[src/rtl/core/chacha20_stream_cipher_macros.svh]
// Assertion macros for the ChaCha20 stream cipher block
`ifndef CHACHA20_STREAM_CIPHER_MACROS_SVH
`define CHACHA20_STREAM_CIPHER_MACROS_SVH

// Assert that a condition implies another in the same cycle
`define CC_ASSERT_IMP(lbl, clk, rst_n, a, b) \
  lbl: assert property (@(posedge clk) disable iff (!rst_n) (a) |-> (b)) \
    else $error("assertion failed");

// Assert that a condition implies another in the next cycle
`define CC_ASSERT_NEXT(lbl, clk, rst_n, a, b) \
  lbl: assert property (@(posedge clk) disable iff (!rst_n) (a) |=> (b)) \
    else $error("assertion failed");

`endif

[src/rtl/core/cc20_pkg.sv]
// Shared types, constants and functions for the ChaCha20 stream cipher
package cc20_pkg;

  localparam int unsigned CfgIdxW  = 3;
  localparam int unsigned CfgDataW = 64;
  localparam int unsigned WordW    = 32;
  localparam int unsigned NumRounds = 20;
  localparam int unsigned RoundCntW = 5;
  localparam int unsigned FifoDepth = 2;

  localparam logic [CfgIdxW-1:0] RegKey0  = 3'd0;
  localparam logic [CfgIdxW-1:0] RegKey1  = 3'd1;
  localparam logic [CfgIdxW-1:0] RegKey2  = 3'd2;
  localparam logic [CfgIdxW-1:0] RegKey3  = 3'd3;
  localparam logic [CfgIdxW-1:0] RegNonce0 = 3'd4;
  localparam logic [CfgIdxW-1:0] RegNonce1 = 3'd5;
  localparam logic [CfgIdxW-1:0] RegStart  = 3'd6;

  localparam logic [WordW-1:0] Sigma0 = 32'h61707865;
  localparam logic [WordW-1:0] Sigma1 = 32'h3320646e;
  localparam logic [WordW-1:0] Sigma2 = 32'h79622d32;
  localparam logic [WordW-1:0] Sigma3 = 32'h6b206574;

  typedef struct packed {
    logic [31:0] data_in;
    logic [2:0]  byte_count;
    logic        end_of_message;
  } in_req_t;

  typedef struct packed {
    logic [31:0] data_out;
    logic [2:0]  byte_count_out;
    logic        end_out;
  } out_req_t;

  typedef struct packed {
    logic [31:0] data;
    logic [2:0]  count;
    logic        last;
    logic        new_block;
    logic        first;
    logic [3:0]  pos;
  } work_t;

  typedef logic [15:0][WordW-1:0] state_t;

  function automatic logic [WordW-1:0] rotl(input logic [WordW-1:0] v, input int unsigned n);
    return (v << n) | (v >> (WordW - n));
  endfunction

  function automatic logic [127:0] qround(input logic [WordW-1:0] a, input logic [WordW-1:0] b,
                                          input logic [WordW-1:0] c, input logic [WordW-1:0] d);
    logic [WordW-1:0] a1, b1, c1, d1;
    a1 = a + b;   d1 = rotl(d ^ a1, 16);
    c1 = c + d1;  b1 = rotl(b ^ c1, 12);
    a1 = a1 + b1; d1 = rotl(d1 ^ a1, 8);
    c1 = c1 + d1; b1 = rotl(b1 ^ c1, 7);
    return {a1, b1, c1, d1};
  endfunction

  function automatic state_t double_half(input state_t x, input logic diag);
    state_t y;
    logic [127:0] r;
    y = x;
    for (int i = 0; i < 4; i++) begin
      if (!diag) begin
        r = qround(x[i], x[4+i], x[8+i], x[12+i]);
        {y[i], y[4+i], y[8+i], y[12+i]} = r;
      end else begin
        r = qround(x[i], x[4+((i+1)%4)], x[8+((i+2)%4)], x[12+((i+3)%4)]);
        {y[i], y[4+((i+1)%4)], y[8+((i+2)%4)], y[12+((i+3)%4)]} = r;
      end
    end
    return y;
  endfunction

endpackage

[src/rtl/core/cc20_front.sv]
// Front end: classify each request by block position and message start and queue it
module cc20_front (
  input  logic             clk_i,
  input  logic             rst_ni,
  input  logic             in_valid_i,
  output logic             in_ready_o,
  input  cc20_pkg::in_req_t in_req_i,
  output logic             q_valid_o,
  input  logic             q_ready_i,
  output cc20_pkg::work_t  q_work_o
);
  import cc20_pkg::*;

  work_t q_q [FifoDepth];
  logic  rd_q, wr_q;
  logic [1:0] cnt_q;
  logic [3:0] pos_q, pos_d;
  logic  inmsg_q, inmsg_d;
  logic  push, pop;
  work_t w;

  assign in_ready_o = (cnt_q != 2'(FifoDepth));
  assign push       = in_valid_i && in_ready_o;
  assign q_valid_o  = (cnt_q != 2'd0);
  assign pop        = q_valid_o && q_ready_i;
  assign q_work_o   = q_q[rd_q];

  always_comb begin
    w.data      = in_req_i.data_in;
    w.count     = (in_req_i.byte_count > 3'd4) ? 3'd4 : in_req_i.byte_count;
    w.last      = in_req_i.end_of_message;
    w.first     = !inmsg_q;
    w.pos       = inmsg_q ? pos_q : 4'd0;
    w.new_block = (w.pos == 4'd0);
    pos_d       = in_req_i.end_of_message ? 4'd0 : w.pos + 4'd1;
    inmsg_d     = !in_req_i.end_of_message;
  end

  always_ff @(posedge clk_i) begin
    if (push) begin
      q_q[wr_q] <= w;
    end
  end

  always_ff @(posedge clk_i or negedge rst_ni) begin
    if (!rst_ni) begin
      rd_q <= 1'b0; wr_q <= 1'b0; cnt_q <= 2'd0; pos_q <= 4'd0; inmsg_q <= 1'b0;
    end else begin
      if (push) begin
        wr_q <= ~wr_q; pos_q <= pos_d; inmsg_q <= inmsg_d;
      end
      if (pop) begin
        rd_q <= ~rd_q;
      end
      cnt_q <= cnt_q + 2'(push) - 2'(pop);
    end
  end
endmodule

[config.mk]
export PLATFORM = sky130hd
export DESIGN_NAME = cc20_front
export DESIGN_NICKNAME = d
export VERILOG_FILES = /design/src/rtl/core/chacha20_stream_cipher_macros.svh /design/src/rtl/core/cc20_pkg.sv /design/src/rtl/core/cc20_front.sv
export SDC_FILE = /design/constraint.sdc
export NUM_CORES = 1
export LEC_CHECK = 0
export ABC_AREA = 0
export BUFFER_PORTS_ARGS = -buffer_cell sky130_fd_sc_hd__clkbuf_2
export CAP_MARGIN = 30
export CORE_MARGIN = 2
export CORE_UTILIZATION = 48
export DETAILED_ROUTE_END_ITERATION = 6
export GPL_ROUTABILITY_DRIVEN = 0
export PLACE_DENSITY_LB_ADDON = 0.12
export SYNTH_ARGS = -nofsm -noshare
export SYNTH_HDL_FRONTEND = slang
export SYNTH_SLANG_ARGS = --single-unit
[constraint.sdc]
create_clock -name clk_i -period 2.8 [get_ports clk_i]
set_clock_uncertainty 0.2 [all_clocks]
set_input_delay 0.56 -clock clk_i [delete_from_list [all_inputs] [get_ports clk_i]]
set_output_delay 0.56 -clock clk_i [all_outputs]
set_load 0.02 [all_outputs]
==> summary.md <==
| Metric | Value |
|---|---|
| CP Class | `reg2out` |
| Clock transition at path regs | `90 ps` |
| Antenna cells | `0` |
| Reg power frac | `0.445` |
| Status | `completed` |
| Layout Cell Area excl Fill | `approximately 4400 um2` |
| Switching Fraction | `0.3292` |
| Hpwl dp | `3.830 mm` |
| Die Area | `roughly 8200 um2` |
| Crit path required time | `just over 2000 ps` |
| Max_cap viols | `0` |
| # nets final | `320` |
| I/O pins | `between 80 and 90` |
| Clk_lat worst skew | `about 340 ps` |
| R2r setup slk | `~960 ps` |
| Internal power | `roughly 3.1 mW` |
| Maximum VDD drop | `between 600 and 700 uV` |
| Via count | `1840` |
| Antenna violations before repair | `0` |
| GRT Total Usage | `0.1448` |
| Synthesized cell area | `3606 um2` |
| Crit path buffers/inverters | `2` |
| Slowest CP cell | `dfrtp_2` |
| Max Root-Sink Buffers | `2` |
| CP arrival | `1720 ps` |
| Overflow after GRT | `0` |
| FP Rows | `31` |
| Leakage power | `roughly 1.7 nW` |
| Port bufs | `a little over 80` |
| Crit Path Max Fanout | `30` |
| Via/cell ratio | `between 4 and 5` |
| Register bit total from synthesis | `93` |
| Clock power share | `0.206` |
| Layout cells sized above 1 | `0.5461` |
| Total negative slack | `0 ps` |
| H-tree depth | `3` |
| Syn-to-layout area delta | `22.00%` |
| Cells after Synth | `184` |
| Fin. Hold Viols | `0` |
| Fraction of the yosys area taken by sequential cells | `0.7620` |
| Placed cell area | `4168 um2` |
| Period utilization | `0.8867` |
| Final Setup Violations | `0` |
| Post-CTS setup buffers | `0` |
| Die height | `90.68 um` |
| 1st-iter DRT viols | `between 70 and 80` |
| CTS tree | `built` |
| Root buffer cell | `clkbuf_8` |
| Tightest Pin Transition | `between 400 and 500 ps` |
| Achievable frequency | `about 400 MHz` |
| Final-report max-slew violation count | `0` |
| Crit end category | `primary output` |
| Yosys cell types | `30` |
| Vias in the first global route | `1873` |
| Largest stage delay on the critical path | `about 590 ps` |
| First-pass GRT wire length | `about 9.0 mm` |
| Syn_area_per_cell | `just under 20 um2` |
| Final wirelength | `between 5 and 6 mm` |
| Starting density of the core | `0.4972` |
| Syn. warnings | `0` |
| Antenna Violating Nets Remaining | `0` |
| HP Class | `in2reg` |
| Final min period | `2483 ps` |
| PD cells | `between 1000 and 1500 nW/um2` |
| CTS Buf Count | `9` |
| RSZ-0062 raised after global routing | `no` |
| Relative slew margins | `0.7046` |
| Combinational power share | `0.349` |
| Startpoint Class | `register` |
| Pin count of the biggest net entering global routing | `31` |
| Sw power | `between 1.5 and 2 mW` |
| Clock Sink Count | `93` |
| Die width | `about 91 um` |
| CP delay by family, top | `flip-flops` |
| Core area | `7253 um2` |
| Critical path, cell by cell | `buf_12 > mux2_2 > clkbuf_2` |
| DRC viols | `0` |
| Net count after synthesis | `approximately 230` |
| Routed len/inst | `roughly 15 um` |
| Drt first pass iters | `4` |
==> final cells by class <==
cell class	instances	area, um2
Clock buffer	9	123.9
Clock inverter	7	97.59
Fill cell	601	2854
Inverter	4	15.01
Multi-Input combinational cell	81	797.0
Sequential cell	93	2749
Tap cell	99	123.9
Timing Repair Buffer	88	493.0
==> sequential cells by signal (all words and copies together) (netlist names) <==
register,flops
rd_q,1
inmsg_q,1
pos_q,4
cnt_q,2
q_q,84
wr_q,1
==> final timing paths <==
path                              start      endpoint  depth (start not counted)
max                                rd_q  q_work_o[26]                          3
max in group asynchronous        rst_ni          rd_q                          2
max reg2reg                    cnt_q[0]     q_q[1][4]                          3
min in group asynchronous        rst_ni      cnt_q[0]                          2
min                        in_req_i[21]    q_q[1][27]                          1
min reg2reg                    pos_q[3]      pos_q[3]                          1
==> layer usage <==
layer	share of wire	track usage	vias to the layer above	routed length (um)
li1	-	-	889	-
met1	0.45	0.1823	888	2592
met2	0.47	0.2233	63	2726
met3	0.077	0.05760	0	442
met4	0	0.06154	0	0
met5	0	0	-	0
==> what timing repair did <==
item / 4_1_cts / 5_1_grt
hold endpoints to repair: 9 / 0
hold buffers: 1 / 0
gates resized for setup: 0 / 0
==> synth_stat cells, drive strengths merged <==
master  number  share of area
nor2         4         0.0042
dfrtp        9          0.062
buf          5          0.014
nor4b        1         0.0024
inv          4         0.0042
and3         2         0.0038
a21bo        1         0.0028
clkbuf       1         0.0010
and2         3         0.0059
mux2        44           0.14
nand2b       1         0.0038
or2          1         0.0017
a211o        1         0.0024
nand2        3         0.0031
mux2i        1         0.0028
a21oi        1         0.0014
or3          1         0.0017
o211ai       1         0.0035
nor2b        3         0.0052
and4         1         0.0028
edfxtp      84           0.70
xnor2        5          0.012
ha           3          0.010
nor3b        2         0.0042
nand4        1         0.0017
and4bb       1         0.0035
==> worst register-to-register path: stages (launching register included) <==
cell	delay, ps
dfrtp_1	420
nand2b_4	180
and3_2	480
buf_12	250
==> cells in the final DEF, fill, tap and decap left out, types with 2 or more instances in the layout <==
cell type | Yosys | final
mux2_2 | 42 | 42
nor2b_1 | 3 | 3
dfrtp_1 | 9 | 8
clkbuf_2 | 0 | 83
mux2_4 | 2 | 2
inv_1 | 4 | 4
edfxtp_1 | 84 | 84
xnor2_1 | 5 | 5
ha_1 | 3 | 3
bufinv_16 | 0 | 2
and2_1 | 2 | 2
buf_12 | 0 | 3
clkinv_4 | 0 | 2
nor2_1 | 4 | 3
nor3b_1 | 2 | 2
nand2_1 | 3 | 3
clkbuf_8 | 0 | 9
==> per-stage QoR <==
stage / total power [mW] / setup slack (ps) / utilization / hold WS (ps) / std cells
after floorplan: 3.229 / 377.7 / - / 64.41 / 184
after global placement: 3.729 / 683.8 / 0.5746 / 233.4 / 364
after detailed placement: 3.739 / 680.3 / 0.5746 / 238.9 / 364
after CTS: 4.702 / 285.2 / 0.6065 / 178.0 / 381
after global routing: 4.876 / 229.9 / 0.6065 / 179.0 / 381
final: 4.638 / 317.2 / 0.6065 / 198.3 / 381
==> cells by family after synthesis <==
logic type / synth area share
XOR/XNOR: 0.01214
AO/OA/AOI/OAI: 0.01006
buffers and inverters: 0.01908
flip-flops: 0.7620
multiplexers: 0.1423
adder cells (fa/ha/maj): 0.01041
AND/OR/NAND/NOR: 0.04407
==> power by group through the flow <==
stage	Combinational (mW)	Clock, mW	Sequential (mW)
after global placement	1.64	0	2.09
after CTS	1.65	0.985	2.07
after floorplan	1.20	0	2.03
after global routing	1.75	1.03	2.10
after detailed placement	1.64	0	2.10
final	1.62	0.955	2.06
No activity file was read; power rests on OpenSTA's default activity.
